## src/design/shamc_pkg.sv

```systemverilog
`timescale 1ns / 1ps
// ----------------------------------------------------------------------------
// shamc_pkg
// Shared sizes, request codes, controller states and the command/status
// structs that join the controller and the datapath.
// ----------------------------------------------------------------------------
package shamc_pkg;

    // lane count and lane field width
    localparam int LANES  = 8;
    localparam int LANE_W = 3;

    // store depths across all lanes and RAM address widths
    localparam int CHN_DEPTH = LANES * 8;
    localparam int BLK_DEPTH = LANES * 16;
    localparam int CHN_AW    = $clog2(CHN_DEPTH);
    localparam int BLK_AW    = $clog2(BLK_DEPTH);

    // request codes
    localparam logic [1:0] REQ_LOAD = 2'd0;
    localparam logic [1:0] REQ_MSG  = 2'd1;
    localparam logic [1:0] REQ_READ = 2'd2;

    // last word position in the message block
    localparam logic [3:0] LAST_MSG_IDX = 4'd15;

    typedef enum logic [5:0] {
        ST_IDLE      = 6'b000001,
        ST_LOAD      = 6'b000010,
        ST_ROUND     = 6'b000100,
        ST_WB        = 6'b001000,
        ST_EMIT_RD   = 6'b010000,
        ST_EMIT_WAIT = 6'b100000
    } state_t;

    // controller to datapath
    typedef struct packed {
        logic       accept;     // input word taken this cycle
        logic       wr_chn_in;  // write input word into chaining store
        logic       wr_blk_in;  // write input word into block store
        logic       rd_blk;     // read block store at step count
        logic       rd_chn;     // read chaining store at step count
        logic       cap_w;      // shift block read data into schedule window
        logic       cap_v;      // shift chaining read data into working state
        logic       round;      // run one compression round
        logic       wb;         // write back feed-forward sum
        logic       load_out;   // load output register from chaining read
        logic [5:0] cnt;        // step count
    } cmd_t;

    // datapath to controller
    typedef struct packed {
        logic out_free;         // output register can take a word
    } status_t;

endpackage

```

## src/design/shamc_ctrl.sv

```systemverilog
`timescale 1ns / 1ps
// ----------------------------------------------------------------------------
// shamc_ctrl
// Sequencer: decodes accepted words and steps the datapath through block
// load, 64 rounds, feed-forward writeback and the eight-word state dump.
// ----------------------------------------------------------------------------
module shamc_ctrl (
    input  logic                clk,
    input  logic                rst_n,
    input  logic                in_valid,
    output logic                in_ready,
    input  logic [1:0]          req_type,
    input  logic [2:0]          lane,
    input  logic [3:0]          word_index,
    input  logic                final_block,
    input  shamc_pkg::status_t  status,
    output shamc_pkg::cmd_t     cmd
);

    shamc_pkg::state_t state_reg, state_next;
    logic [5:0]        cnt_reg, cnt_next;
    logic              fin_reg, fin_next;
    logic              lane_ok;

    assign in_ready = (state_reg == shamc_pkg::ST_IDLE);
    assign lane_ok  = (32'(lane) < shamc_pkg::LANES);

    // control registers
    always_ff @(posedge clk or negedge rst_n)
    begin
        if (!rst_n)
        begin
            state_reg <= shamc_pkg::ST_IDLE;
            cnt_reg   <= '0;
            fin_reg   <= 1'b0;
        end
        else
        begin
            state_reg <= state_next;
            cnt_reg   <= cnt_next;
            fin_reg   <= fin_next;
        end
    end

    // next state and commands
    always_comb
    begin
        state_next = state_reg;
        cnt_next   = cnt_reg;
        fin_next   = fin_reg;
        cmd        = '0;
        cmd.cnt    = cnt_reg;
        case (state_reg)
            shamc_pkg::ST_IDLE:
            begin
                if (in_valid)
                begin
                    cmd.accept = 1'b1;
                    if (lane_ok)
                    begin
                        case (req_type)
                            shamc_pkg::REQ_LOAD:
                            begin
                                cmd.wr_chn_in = ~word_index[3];
                            end
                            shamc_pkg::REQ_MSG:
                            begin
                                cmd.wr_blk_in = 1'b1;
                                if (word_index == shamc_pkg::LAST_MSG_IDX)
                                begin
                                    state_next = shamc_pkg::ST_LOAD;
                                    cnt_next   = '0;
                                    fin_next   = final_block;
                                end
                            end
                            shamc_pkg::REQ_READ:
                            begin
                                state_next = shamc_pkg::ST_EMIT_RD;
                                cnt_next   = '0;
                            end
                            default:
                            begin
                                // unused request code: drop the word
                            end
                        endcase
                    end
                end
            end
            shamc_pkg::ST_LOAD:
            begin
                // read block and chaining words, capture them in the cycle after
                cmd.rd_blk = (cnt_reg < 6'd16);
                cmd.rd_chn = (cnt_reg < 6'd8);
                cmd.cap_w  = (cnt_reg != 6'd0);
                cmd.cap_v  = (cnt_reg inside {[6'd1:6'd8]});
                if (cnt_reg == 6'd16)
                begin
                    state_next = shamc_pkg::ST_ROUND;
                    cnt_next   = '0;
                end
                else
                begin
                    cnt_next = cnt_reg + 6'd1;
                end
            end
            shamc_pkg::ST_ROUND:
            begin
                cmd.round = 1'b1;
                cnt_next  = cnt_reg + 6'd1;
                if (cnt_reg == 6'd63)
                begin
                    state_next = shamc_pkg::ST_WB;
                end
            end
            shamc_pkg::ST_WB:
            begin
                cmd.wb = 1'b1;
                if (cnt_reg == 6'd7)
                begin
                    cnt_next   = '0;
                    state_next = fin_reg ? shamc_pkg::ST_EMIT_RD : shamc_pkg::ST_IDLE;
                end
                else
                begin
                    cnt_next = cnt_reg + 6'd1;
                end
            end
            shamc_pkg::ST_EMIT_RD:
            begin
                cmd.rd_chn = 1'b1;
                state_next = shamc_pkg::ST_EMIT_WAIT;
            end
            shamc_pkg::ST_EMIT_WAIT:
            begin
                // hold until the output register frees up
                if (status.out_free)
                begin
                    cmd.load_out = 1'b1;
                    if (cnt_reg == 6'd7)
                    begin
                        cnt_next   = '0;
                        state_next = shamc_pkg::ST_IDLE;
                    end
                    else
                    begin
                        cnt_next   = cnt_reg + 6'd1;
                        state_next = shamc_pkg::ST_EMIT_RD;
                    end
                end
            end
            default:
            begin
                state_next = shamc_pkg::ST_IDLE;
                cnt_next   = '0;
            end
        endcase
    end

    // the load phase never runs past its last capture step
    a_load_bound: assert property (@(posedge clk) disable iff (!rst_n)
        (state_reg == shamc_pkg::ST_LOAD) |-> (cnt_reg <= 6'd16))
        else $error("load step count out of range");

    // accepted writes and writeback never share the chaining write port
    a_chn_port: assert property (@(posedge clk) disable iff (!rst_n)
        !(cmd.wr_chn_in && cmd.wb))
        else $error("chaining store write collision");

    // a dump word is loaded only when the output side can take it
    a_out_free: assert property (@(posedge clk) disable iff (!rst_n)
        cmd.load_out |-> status.out_free)
        else $error("output register overwritten");

    // every dump wait follows a chaining store read
    a_emit_order: assert property (@(posedge clk) disable iff (!rst_n)
        (state_reg == shamc_pkg::ST_EMIT_WAIT) |->
            ($past(state_reg) == shamc_pkg::ST_EMIT_RD ||
             $past(state_reg) == shamc_pkg::ST_EMIT_WAIT))
        else $error("dump wait without read");

endmodule

```

## config.mk

```make
export PLATFORM = sky130hd
export DESIGN_NAME = shamc_ctrl
export DESIGN_NICKNAME = d
export VERILOG_FILES = /design/src/design/shamc_pkg.sv /design/src/design/shamc_ctrl.sv
export SDC_FILE = /design/constraint.sdc
export NUM_CORES = 1
export LEC_CHECK = 0
export ABC_AREA = 1
export BUFFER_PORTS_ARGS = -buffer_cell sky130_fd_sc_hd__buf_2
export CAP_MARGIN = 20
export CELL_PAD_IN_SITES_DETAIL_PLACEMENT = 1
export CELL_PAD_IN_SITES_GLOBAL_PLACEMENT = 2
export CORE_ASPECT_RATIO = 0.6
export CORE_MARGIN = 2
export CORE_UTILIZATION = 31
export DETAILED_ROUTE_END_ITERATION = 16
export PLACE_DENSITY = 0.88
export SKIP_CTS_REPAIR_TIMING = 1
export SLEW_MARGIN = 20
export SYNTH_ARGS = -nofsm -noshare
export SYNTH_HDL_FRONTEND = slang
export SYNTH_SLANG_ARGS = --single-unit
```

## constraint.sdc

```tcl
create_clock -name clk -period 4.1 [get_ports clk]
set_clock_uncertainty 0.05 [all_clocks]
set_input_delay 0 -clock clk [delete_from_list [all_inputs] [get_ports clk]]
set_output_delay 0 -clock clk [all_outputs]
set_load 0.005 [all_outputs]
```

==> results.md <==
- Setup repair after global routing missed its margin: false
- Setup Viol. Count Final: 0
- Max Freq: 555 MHz
- Routed via count: 1272
- VDD IR-drop max: 0.000230 V
- Status: completed
- CTS Buffer Depth: 2
- GRT met3 Usage: 0.0562
- # IOs: 31
- Crit path launch: state_reg[4]$_DFFE_PN0P_
- Top cells by area, synth: dfrtp_1, nand2_1, nand3_1
- Area leader, netlist: dfrtp_1
- CTS Buf Count: 3
- Buffers on Ports: 27
- Die height: 53.1 um
- Initial antenna violation count: 0
- CP endpoint kind: output port
- Number of global-route vias before repair: 1255
- Overall Global Routing Usage: 0.181
- Die W: 85.9 um
- Post-synth top area share: 0.241
- Clock transition at the registers of the reported paths: 0.05 ns
- Initial Utilization: 0.331
- Mean post-synth cell area: 6.96 sq um
- Crit share post-route: 0.440
- Fin worst setup slack: 2.30 ns
- Design Power: 864 uW
- Die area: 4560 sq um
- DRC Markers: 0
- Drt first pass iters: 4
- DPL Wire Length: 3170 um
- P per Cell Area: 574 nW/um^2
- Met2 usage in global routing: 0.260
- Remaining global-route overflow: 0
- Routed WL: 3660 um
- Startpoint types: flop
- Max-slew violation count: 0
- Synth cell types: 28
- Core Util, Final: 0.400
- GRT Max-Usage Layer: met1
- CTS tree: yes
- Yosys reg bits: 13
- Met1 usage: 0.264
- Net count, final: 231
- DP Worst Slack: 2.40 ns
- Gp weighted congestion: 0.926
- Mapped Cells: 179
- Hold Fails Final Rpt: 0
- Antenna diodes: 0
- FF-to-FF Start: cnt_reg[0]$_DFFE_PN0P_
- Fin crit period: 1.80 ns
- Syn Nets: 197
- Routed Antenna Nets: 0
- Clk sinks: 13
- Worst Hold Class: primary input to flop
- P&R area growth vs syn: 20.8%
- Largest net degree at the start of global routing: 14
- Drt via density: 4.91
- Synth Warn #: 0
- CP Max Fanout: 9
- Layout cell share with drive strength beyond 1: 0.325
- Routed length per instance: 14.1 um
- Initial drt markers: 70
- Clock latency on the worst-skew pair: 0.25 ns
- Hold_sp: req_type[1]
- Worst slew pin tran: 0.328 ns
- H-tree depth: 1
- Relative slew slack: 0.781
- CORE AREA: 3760 sq um
- Required @ worst endpoint: 4.05 ns
- Syn Std Cell Area: 1250 sq um
- Seq/Total Area, Yosys: 0.262
- First-pass GRT wire length: 6110 um
- Critical Path AT: 1.75 ns
- Root Buffer: clkbuf_8
- Crit path kind: flop to output port
- Standard-cell rows: 17
- Max-capacitance violation count: 0
- Setup tns final: 0 ns
- Hold WS: 0.0754 ns
- Leakage power: 0.837 nW
==> layout make-up <==
cell class	count	area [sq um]
fillers	503	2260
multi-input cells	142	827
flip-flops and latches	13	327
repair buffers	29	155
inverters	24	92.6
well taps	47	58.8
clock buffers	4	45.0
==> cell usage after synthesis <==
master,n
nand2_1,54
nand3_1,19
inv_1,17
nor2_1,16
dfrtp_1,12
nand2_2,8
o21ai_0,8
nor2_2,6
ha_1,4
inv_2,4
nand2_4,4
nand3_2,4
nor2_4,3
a21oi_1,2
clkinv_2,2
nand3_4,2
nor2_8,2
nor3_1,2
a211oi_1,1
a21oi_4,1
a311oi_1,1
clkinv_1,1
dfstp_2,1
nand3b_1,1
nand4_2,1
nor4_2,1
o21ai_1,1
o21bai_1,1
==> worst max-delay path, cell delays in order, from the launching register on <==
cell and delay (ns):
dfrtp_1 0.42, nor2_4 0.23, nand2_4 0.13, nor2_4 0.23, nand2_1 0.14, a211oi_1 0.20
buf_2 0.15
==> where the power goes <==
group	total [mW]	internal [mW]	leakage, nW	switching [mW]
sequential	0.194	0.161	0.176	0.0332
combinational	0.552	0.183	0.639	0.369
clock	0.118	0.0688	0.0228	0.0491
==> layer usage <==
layer	part of all wire	wire length, um
met5	0	0
met4	0.0066	24
met3	0.041	151
met2	0.41	1480
met1	0.55	2000
==> stage by stage <==
stage | cells | cell area (sq um)
after floorplan | 179 | 1250
after global placement | 253 | 1440
after detailed placement | 253 | 1440
after CTS | 257 | 1490
after global routing | 259 | 1510
final | 259 | 1510
==> cell usage in the layout, fill, tap and decap left out <==
master	instances
o21ai_0	8
clkbuf_1	1
nor4_2	1
nand3_4	2
nand3_1	19
a21oi_4	1
clkinv_1	1
o21ai_1	1
buf_2	27
clkbuf_8	3
nand4_2	1
inv_1	17
a21oi_1	2
nand3_2	4
a311oi_1	1
nand3b_1	1
nor2_4	3
clkinv_2	2
nor3_1	2
a211oi_1	1
o21bai_1	1
ha_1	4
inv_2	4
nand2_2	8
dfrtp_1	12
nand2_4	4
nand2_1	54
nor2_2	6
nor2_8	2
nor2_1	16
dlygate4sd3_1	2
dfstp_2	1
==> logic make-up after synthesis <==
logic type | count (synthesis) | synth area share
compound gates | 15 | 0.0763
fa+ha+maj | 4 | 0.0402
buf+inv | 24 | 0.0743
flops | 13 | 0.262
simple gates | 123 | 0.547
==> worst paths after layout <==
path / end / slack, ns / cells after the start
setup reg to reg: state_reg[4]$_DFFE_PN0P_ / 2.38 / 8
hold / removal: fin_reg$_DFFE_PN0P_ / 0.08 / 4
max in group asynchronous: state_reg[0]$_DFFE_PN1P_ / 3.59 / 2
hold reg to reg: fin_reg$_DFFE_PN0P_ / 0.51 / 2
min in group asynchronous: state_reg[1]$_DFFE_PN0P_ / 0.12 / 2
setup / recovery: cmd[9] / 2.30 / 6
Note: power is estimated with default switching activity, not from simulation.
